<file path="src/rtl/kot_pkg.sv">
`timescale 1ns / 1ps
// ----------------------------------------------------------------------------
// kot_pkg: shared types and constants of the keyed override table
// Request and result structs, table entry layouts, codes and scan states.
// ----------------------------------------------------------------------------
package kot_pkg;

	localparam int TABLE_DEPTH_DEF = 24;

	localparam logic [7:0] ITEM_LIMIT = 8'd76;
	localparam logic [1:0] HALF_ANY   = 2'd2;

	// request codes
	localparam logic [1:0] REQ_SET    = 2'd0;
	localparam logic [1:0] REQ_CLEAR  = 2'd1;
	localparam logic [1:0] REQ_LOOKUP = 2'd2;

	// result status codes
	localparam logic [2:0] ST_ADDED   = 3'd0;
	localparam logic [2:0] ST_UPDATED = 3'd1;
	localparam logic [2:0] ST_FULL    = 3'd2;
	localparam logic [2:0] ST_CLEARED = 3'd3;
	localparam logic [2:0] ST_HIT     = 3'd4;
	localparam logic [2:0] ST_MISS    = 3'd5;

	// configuration register indexes
	localparam logic [1:0] CFG_LOOKUPS_ENABLED = 2'd0;
	localparam logic [1:0] CFG_VIRTUAL_ID_LOW  = 2'd1;
	localparam logic [1:0] CFG_VIRTUAL_ID_HIGH = 2'd2;

	typedef struct packed {
		logic [1:0]         req_type;
		logic [15:0]        area;
		logic               indoors;
		logic [7:0]         sprite;
		logic [1:0]         half;
		logic [7:0]         item;
		logic signed [15:0] message_id;
		logic signed [15:0] report_id;
	} req_t;

	typedef struct packed {
		logic [2:0]         status;
		logic [7:0]         found_item;
		logic signed [15:0] found_message_id;
		logic signed [15:0] found_report_id;
	} res_t;

	typedef struct packed {
		logic [15:0] area;
		logic        indoors;
		logic [7:0]  sprite;
		logic [1:0]  half;
	} key_t;

	typedef struct packed {
		logic [7:0]         item;
		logic signed [15:0] message_id;
		logic signed [15:0] report_id;
	} payload_t;

	typedef enum logic [1:0] {
		S_IDLE,
		S_SCAN,
		S_RESULT
	} state_t;

	// result with empty payload fields
	function automatic res_t empty_res(input logic [2:0] status);
		res_t r;
		r.status           = status;
		r.found_item       = 8'd0;
		r.found_message_id = -16'sd1;
		r.found_report_id  = -16'sd1;
		return r;
	endfunction

endpackage

</file>
<file path="src/rtl/kot_ram.sv">
`timescale 1ns / 1ps
// ----------------------------------------------------------------------------
// kot_ram: generic single-write, single-read synchronous RAM
// One write port and one read port; read data is registered.
// ----------------------------------------------------------------------------
module kot_ram #(
	parameter int WIDTH = 8,
	parameter int DEPTH = 24,
	parameter int AW    = (DEPTH > 1) ? $clog2(DEPTH) : 1
) (
	input  logic             clk,
	input  logic             wr_en,
	input  logic [AW-1:0]    wr_addr,
	input  logic [WIDTH-1:0] wr_data,
	input  logic             rd_en,
	input  logic [AW-1:0]    rd_addr,
	output logic [WIDTH-1:0] rd_data
);

	logic [WIDTH-1:0] mem [DEPTH];

	always_ff @(posedge clk) begin
		if (wr_en) begin
			mem[wr_addr] <= wr_data;
		end
		if (rd_en) begin
			rd_data <= mem[rd_addr];
		end
	end

endmodule

</file>
<file path="src/rtl/keyed_override_table_unit.sv">
`timescale 1ns / 1ps
// ----------------------------------------------------------------------------
// keyed_override_table_unit: keyed substitution table with scan lookup
// Holds up to TABLE_DEPTH keyed entries in two synchronous RAMs and serves
// set, clear and lookup requests; sets and enabled lookups scan the table.
// ----------------------------------------------------------------------------
// Usage:
//   Requests enter on in_valid/in_stall with an in_req struct; each request
//   produces exactly one result on out_valid/out_stall as an out_res struct.
//   Configuration registers are written through cfg_wr_en/cfg_index/cfg_data
//   while the unit is idle.
//   Set and enabled lookup requests scan the filled entries in order: one
//   key/payload RAM read is issued per cycle, and each read is compared in
//   the cycle after it is issued. The scan stops at the first match or after
//   the last filled entry has been read. Clear, disabled lookups and the
//   reserved request code go straight to the result state without a scan.
//   One request is worked at a time; in_stall is high from acceptance until
//   the result has been moved into the output register, and the next request
//   is taken once the unit is back in its idle state.
//   The output register holds a finished result while out_stall is high; the
//   next request is still accepted meanwhile and waits in its result state.
//   Reset empties the table (fill count to zero), drops any result and loads
//   the register defaults: lookups off, empty virtual id range.
// ----------------------------------------------------------------------------
module keyed_override_table_unit #(
	parameter int TABLE_DEPTH = kot_pkg::TABLE_DEPTH_DEF
) (
	input  logic          clk,
	input  logic          arst_n,
	input  logic          in_valid,
	output logic          in_stall,
	input  kot_pkg::req_t in_req,
	output logic          out_valid,
	input  logic          out_stall,
	output kot_pkg::res_t out_res,
	input  logic          cfg_wr_en,
	input  logic [1:0]    cfg_index,
	input  logic [7:0]    cfg_data
);

	import kot_pkg::*;

	localparam int IDX_W = (TABLE_DEPTH > 1) ? $clog2(TABLE_DEPTH) : 1;
	localparam int CNT_W = $clog2(TABLE_DEPTH + 1);
	localparam int KEY_W = $bits(key_t);
	localparam int PAY_W = $bits(payload_t);

	// configuration
	logic       lookups_enabled_q;
	logic [7:0] virtual_id_low_q;
	logic [7:0] virtual_id_high_q;

	// control
	state_t           state_q, state_d;
	req_t             req_q;
	res_t             res_q, res_d;
	logic [CNT_W-1:0] count_q;
	logic [CNT_W-1:0] issue_q;
	logic             rd_valid_s1;
	logic [IDX_W-1:0] idx_s1;
	logic             out_valid_q;
	res_t             out_q;

	// RAM ports
	logic             issue;
	logic             key_we, pay_we, count_inc;
	logic [IDX_W-1:0] wr_addr;
	key_t             key_wdata, key_rd;
	payload_t         pay_wdata, pay_rd;
	logic [KEY_W-1:0] key_rd_raw;
	logic [PAY_W-1:0] pay_rd_raw;

	// compare
	logic in_accept;
	logic needs_scan;
	logic exact_match, look_match, scan_hit, scan_end;
	logic is_virtual;

	assign in_accept = in_valid && !in_stall;
	assign in_stall  = (state_q != S_IDLE);
	assign out_valid = out_valid_q;
	assign out_res   = out_q;

	assign needs_scan = (in_req.req_type == REQ_SET) ||
		((in_req.req_type == REQ_LOOKUP) && lookups_enabled_q);

	// issue one read per cycle while scanning, until every filled entry has been read
	assign issue = (state_q == S_SCAN) && (issue_q < count_q);

	assign key_wdata = '{area: req_q.area, indoors: req_q.indoors,
		sprite: req_q.sprite, half: req_q.half};
	assign pay_wdata = '{item: req_q.item, message_id: req_q.message_id,
		report_id: req_q.report_id};

	kot_ram #(.WIDTH(KEY_W), .DEPTH(TABLE_DEPTH), .AW(IDX_W)) u_key_ram (
		.clk     (clk),
		.wr_en   (key_we),
		.wr_addr (wr_addr),
		.wr_data (key_wdata),
		.rd_en   (issue),
		.rd_addr (issue_q[IDX_W-1:0]),
		.rd_data (key_rd_raw)
	);

	kot_ram #(.WIDTH(PAY_W), .DEPTH(TABLE_DEPTH), .AW(IDX_W)) u_pay_ram (
		.clk     (clk),
		.wr_en   (pay_we),
		.wr_addr (wr_addr),
		.wr_data (pay_wdata),
		.rd_en   (issue),
		.rd_addr (issue_q[IDX_W-1:0]),
		.rd_data (pay_rd_raw)
	);

	assign key_rd = key_t'(key_rd_raw);
	assign pay_rd = payload_t'(pay_rd_raw);

	// Set needs the whole key equal, half included. Lookup ignores the half
	// outdoors; indoors the stored half is "either" or equals the half bit.
	always_comb begin
		exact_match = rd_valid_s1 && (key_rd == key_wdata);
		look_match  = rd_valid_s1 &&
			(key_rd.sprite == req_q.sprite) &&
			(key_rd.indoors == req_q.indoors) &&
			(key_rd.area == req_q.area) &&
			(!key_rd.indoors || (key_rd.half == HALF_ANY) ||
			 (key_rd.half == {1'b0, req_q.half[0]}));
		scan_hit = (req_q.req_type == REQ_SET) ? exact_match : look_match;
		// nothing in flight and nothing left to read: no entry matched
		scan_end = !rd_valid_s1 && !issue;
		is_virtual = (pay_rd.item >= virtual_id_low_q) &&
			(pay_rd.item <= virtual_id_high_q);
	end

	// next state
	always_comb begin
		state_d = state_q;
		unique case (state_q)
			S_IDLE: begin
				if (in_valid) begin
					state_d = needs_scan ? S_SCAN : S_RESULT;
				end
			end
			S_SCAN: begin
				if (scan_hit || scan_end) begin
					state_d = S_RESULT;
				end
			end
			S_RESULT: begin
				if (!out_valid_q || !out_stall) begin
					state_d = S_IDLE;
				end
			end
			default: state_d = S_IDLE;
		endcase
	end

	// scan outcome: result, table write-back and fill count
	always_comb begin
		res_d     = res_q;
		key_we    = 1'b0;
		pay_we    = 1'b0;
		count_inc = 1'b0;
		wr_addr   = idx_s1;
		unique case (state_q)
			S_SCAN: begin
				if (req_q.req_type == REQ_SET) begin
					if (scan_hit) begin
						// overwrite payload of the matching entry
						pay_we = 1'b1;
						res_d  = empty_res(ST_UPDATED);
					end else if (scan_end) begin
						if (count_q >= CNT_W'(TABLE_DEPTH)) begin
							res_d = empty_res(ST_FULL);
						end else begin
							// append at the fill count
							wr_addr   = count_q[IDX_W-1:0];
							key_we    = 1'b1;
							pay_we    = 1'b1;
							count_inc = 1'b1;
							res_d     = empty_res(ST_ADDED);
						end
					end
				end else begin
					if (scan_hit) begin
						// first match decides; an oversized real item misses
						if ((pay_rd.item >= ITEM_LIMIT) && !is_virtual) begin
							res_d = empty_res(ST_MISS);
						end else begin
							res_d.status           = ST_HIT;
							res_d.found_item       = pay_rd.item;
							res_d.found_message_id = pay_rd.message_id;
							res_d.found_report_id  = pay_rd.report_id;
						end
					end else if (scan_end) begin
						res_d = empty_res(ST_MISS);
					end
				end
			end
			S_IDLE, S_RESULT: begin
			end
			default: begin
			end
		endcase
	end

	// control registers
	always_ff @(posedge clk or negedge arst_n) begin
		if (!arst_n) begin
			state_q           <= S_IDLE;
			count_q           <= '0;
			issue_q           <= '0;
			rd_valid_s1       <= 1'b0;
			out_valid_q       <= 1'b0;
			lookups_enabled_q <= 1'b0;
			virtual_id_low_q  <= 8'd255;
			virtual_id_high_q <= 8'd0;
		end else begin
			state_q     <= state_d;
			rd_valid_s1 <= issue;
			if (issue) begin
				issue_q <= issue_q + 1'b1;
			end
			if (in_accept) begin
				issue_q <= '0;
				if (in_req.req_type == REQ_CLEAR) begin
					count_q <= '0;
				end
			end
			if (count_inc) begin
				count_q <= count_q + 1'b1;
			end
			// output register: load from the result state, else drop when taken
			if ((state_q == S_RESULT) && (!out_valid_q || !out_stall)) begin
				out_valid_q <= 1'b1;
			end else if (out_valid_q && !out_stall) begin
				out_valid_q <= 1'b0;
			end
			if (cfg_wr_en) begin
				unique case (cfg_index)
					CFG_LOOKUPS_ENABLED: lookups_enabled_q <= cfg_data[0];
					CFG_VIRTUAL_ID_LOW:  virtual_id_low_q  <= cfg_data;
					CFG_VIRTUAL_ID_HIGH: virtual_id_high_q <= cfg_data;
					default: begin
					end
				endcase
			end
		end
	end

	// payload registers
	always_ff @(posedge clk) begin
		idx_s1 <= issue_q[IDX_W-1:0];
		if (in_accept) begin
			req_q <= in_req;
			res_q <= (in_req.req_type == REQ_CLEAR) ? empty_res(ST_CLEARED) :
				empty_res(ST_MISS);
		end else if (state_q == S_SCAN) begin
			res_q <= res_d;
		end
		if ((state_q == S_RESULT) && (!out_valid_q || !out_stall)) begin
			out_q <= res_q;
		end
	end

endmodule

</file>
<file path="config.mk">
export PLATFORM = sky130hd
export DESIGN_NAME = keyed_override_table_unit
export DESIGN_NICKNAME = d
export VERILOG_FILES = /design/src/rtl/kot_pkg.sv /design/src/rtl/kot_ram.sv /design/src/rtl/keyed_override_table_unit.sv
export SDC_FILE = /design/constraint.sdc
export NUM_CORES = 2
export LEC_CHECK = 0
export BUFFER_PORTS_ARGS = -buffer_cell sky130_fd_sc_hd__buf_4
export CELL_PAD_IN_SITES_DETAIL_PLACEMENT = 0
export CELL_PAD_IN_SITES_GLOBAL_PLACEMENT = 1
export CORE_ASPECT_RATIO = 1.5
export CORE_MARGIN = 8
export CORE_UTILIZATION = 30
export CTS_CLUSTER_DIAMETER = 80
export DETAILED_ROUTE_END_ITERATION = 10
export PLACE_DENSITY = 0.58
export SYNTH_ARGS = -nofsm -noshare
export SYNTH_HDL_FRONTEND = slang
export SYNTH_SLANG_ARGS = --single-unit
export TNS_END_PERCENT = 5
</file>
<file path="constraint.sdc">
create_clock -name clk -period 6.15 [get_ports clk]
set_input_delay 0.615 -clock clk [delete_from_list [all_inputs] [get_ports clk]]
set_output_delay 0.615 -clock clk [all_outputs]
set_load 0.03 [all_outputs]
</file>
==> summary.md <==
• dominant synthesized flop cell: sky130_fd_sc_hd__edfxtp_1
• area enclosed by the die boundary: 252000 sq um
• number of failing setup endpoints in the final timing report: 0
• accumulated negative setup slack: 0 ps
• critical path arrival: 5160 ps
• count of cell types in the netlist: 58
• path category of the worst min-delay check: in -> reg
• category of the most critical setup path: reg -> reg
• post-synth top area cell: sky130_fd_sc_hd__edfxtp_1
• most used standard cell by instance count after synthesis: sky130_fd_sc_hd__edfxtp_1
• core area: 235000 sq um
• x dimension of the die: 412 um
• io pins: 129
• most instantiated cells after synthesis: 1830 x sky130_fd_sc_hd__edfxtp_1, 469 x sky130_fd_sc_hd__mux4_2, 126 x sky130_fd_sc_hd__nor2_1
• unrepaired setup endpoints after global routing: no
• clock sink count: 1866
• total global-route track usage: 14.1%
• setup slack, reg-to-reg: 1460 ps
• Reg-to-Reg Start: issue_q[1]
• leak pwr: 0.0246 uW
• maximum vdd ir drop: 229 uV
• Max Fanout on Critical Path: 36
• cell with the biggest individual delay on the critical path: sky130_fd_sc_hd__nor2_4
• critical path's largest stage delay: 770 ps
• share of layout cells above drive strength 1: 29.9%
• Worst Reg-to-Reg Cells: 9
• power per standard cell area: 359 nW/um^2
• filler cell count in the final layout: 21.6k
• CTS buffer count: 192
• synthesized area per cell: 23.4 sq um
• critical path endpoint: u_pay_ram.mem[16][36]
• pre-CTS worst setup slack: 1480 ps
• initial standard-cell utilization of the core: 30.1%
• Cell Chain, Critical Path: ha_1 > a21o_1 > a21oi_1 > o21ai_4 > inv_4 > nor4_2 > o211ai_2 > nor2_4 > buf_4
• Antenna Violating Nets Remaining: 0
• number of cells upsized or downsized after cts: 0
• global-route wire length before repair: 257000 um
• final count of hold timing violations: 0
• share of the yosys chip area belonging to registers: 79.0%
• number of global-route vias before repair: 34.2k
• top cells by area, synth: sky130_fd_sc_hd__edfxtp_1 78%, sky130_fd_sc_hd__mux4_2 15%, sky130_fd_sc_hd__mux2i_1 0.95%
• Critical Path End Type: register
• root buffer selected by CTS: sky130_fd_sc_hd__clkbuf_16
• worst hold path stage count: 2
• total iterations of the first detailed-routing run: 5
• count of standard-cell rows: 218
• Synth-to-Final Area Change: 17.2%
• run status: completed
• number of nets in the layout: 3479
• Final period util: 76.3%
• worst setup skew after layout: 78.4 ps
• gate count after technology mapping: 3024
• total global routing overflow: 0
• netlist area before placement: 70700 sq um
• clock latency on the worst-skew pair: 830 ps
• total number of vias: 32.1k
• Final Util: 35.3%
• slew of the pin with the lowest slew margin: 1170 ps
• synthesized flop and latch total: 1866
• number of setup buffers added after CTS: 0
• CTS tree: built
• critical path required time: 6620 ps
• proportion of netlist area held by the largest area contributor: 77.8%
• largest net degree at the start of global routing: 134
• count of input and output buffers: 128
• count of H-tree levels built during CTS: 4
• wire per inst: 27.4 um
• minimum setup slack in the final design: 1460 ps
• Max Cap Viol: 0
• total half-perimeter wirelength after legalization and detailed placement: 102000 um
• worst relative slew slack: 21.8%
• Critical path origin: issue_q[1]
• Via-to-Cell Ratio: 4.88
• Reg-to-Reg End: u_pay_ram.mem[16][36]
• proportion of register bits with asynchronous set or reset after synthesis: 1.66%
• Iteration-0 DRC Markers: 2387
• net count after synthesis: 3131
• max-slew violation count: 0
• Worst setup SP type: register
• wire length reported by the detailed router: 181000 um
• initial antenna violation count: 7
• worst-case hold slack: 65.6 ps
• maximum root-to-sink buffer count: 4
• FMAX: 213 MHz
• number of flops mapped to enable cells by yosys: 1830
• floorplan die height: 610 um
• clock-pin transition on the worst setup and hold timing paths: 60 ps
• gpl congestion: 0.731
• Tmin final: 4690 ps
• Synth Warn #: 0
• Remaining DRCs: 0
-- timing repair --
action	4_1_cts	5_1_grt
hold buffers	69	0
endpoints found under the hold margin	91	0
endpoints found under the setup margin	0	0
-- cells in the final DEF, fill, tap and decap left out, types with 20 or more instances in the layout --
cell type / n
sky130_fd_sc_hd__edfxtp_1: 1830
sky130_fd_sc_hd__mux4_2: 469
sky130_fd_sc_hd__buf_4: 212
sky130_fd_sc_hd__clkbuf_16: 193
sky130_fd_sc_hd__nor2_1: 83
sky130_fd_sc_hd__a21oi_1: 82
sky130_fd_sc_hd__dlygate4sd3_1: 69
sky130_fd_sc_hd__mux2i_1: 67
sky130_fd_sc_hd__nor2_4: 43
sky130_fd_sc_hd__clkbuf_1: 39
sky130_fd_sc_hd__clkinv_1: 39
sky130_fd_sc_hd__nand4b_1: 32
sky130_fd_sc_hd__inv_1: 27
sky130_fd_sc_hd__clkinv_2: 24
sky130_fd_sc_hd__ha_1: 23
sky130_fd_sc_hd__nand2_1: 20
-- report_power, final --
group | switching, uW | internal (uW) | leakage [uW] | total (uW)
Clock | 4800 | 6330 | 0.00285 | 11100
Sequential | 532 | 14700 | 0.0167 | 15200
Combinational | 1800 | 1580 | 0.00505 | 3390
-- cell families (layout without fill, tap and decap cells) --
family	count (synthesis)	in the layout	synth area share, %
simple gates	251	251	1.88
fa+ha+maj	23	23	0.407
mux	552	552	16.2
flops	1866	1866	79.0
buf+inv	173	656	1.04
compound gates	127	127	1.11
xor+xnor	32	32	0.397
other cells	0	2	0
-- worst max-delay path: cells and delay by family, from the launching register on --
kind / cells / cell delay (ps)
AO/OA/AOI/OAI: 4 / 990
AND/OR/NAND/NOR: 2 / 1520
adder cells (fa/ha/maj): 1 / 390
flip-flops: 1 / 700
buffers and inverters: 2 / 720
-- per-layer routing --
metal	up-vias	routed length (um)	GRT usage, %
li1	13507	-	-
met1	17638	71300	17.2
met2	773	97800	26.0
met3	228	7490	2.12
met4	2	4130	3.44
met5	-	13	0
-- sequential cells by signal (all words and copies together), names as in the netlist, 8 cells and up --
| signal | count |
|---|---|
| key_wdata | 27 |
| out_res | 43 |
| pay_wdata | 40 |
| res_q | 43 |
| u_key_ram.mem | 648 |
| u_key_ram.rd_data | 27 |
| u_pay_ram.mem | 960 |
| u_pay_ram.rd_data | 40 |
| virtual_id_high_q | 8 |
| virtual_id_low_q | 8 |
-- area by class of cell --
class	count	area (sq um)	share of cell area (%)
Multi-Input combinational cell	985	14500	17.5
Antenna cell	2	5.00	0.00604
Tap cell	3080	3850	4.65
Sequential cell	1866	55900	67.4
Inverter	29	116	0.141
Clock inverter	97	883	1.07
Clock buffer	232	4980	6.01
Timing Repair Buffer	298	2620	3.17
-- how the worst min path moves through the flow --
stage                           start                    to  slack, ps
final                     cfg_data[1]  virtual_id_high_q[1]         70
after detailed placement    res_q[15]           out_res[15]        400
after global placement      res_q[42]           out_res[42]        400
after CTS                 cfg_data[5]  virtual_id_high_q[5]        0.2
after global routing       in_req[41]          key_wdata[1]         20
after floorplan                arst_n            count_q[0]        320
-- through the flow --
step | instances | power, uW | cell area (sq um)
6_report | 6589 | 29700 | 82800
3_3_place_gp | 6189 | 18900 | 76300
3_5_place_dp | 6189 | 19000 | 76300
4_1_cts | 6587 | 30200 | 82800
5_1_grt | 6588 | 30800 | 82800
2_1_floorplan | 3024 | 17600 | 70700
(Power assumes the default switching activity.)
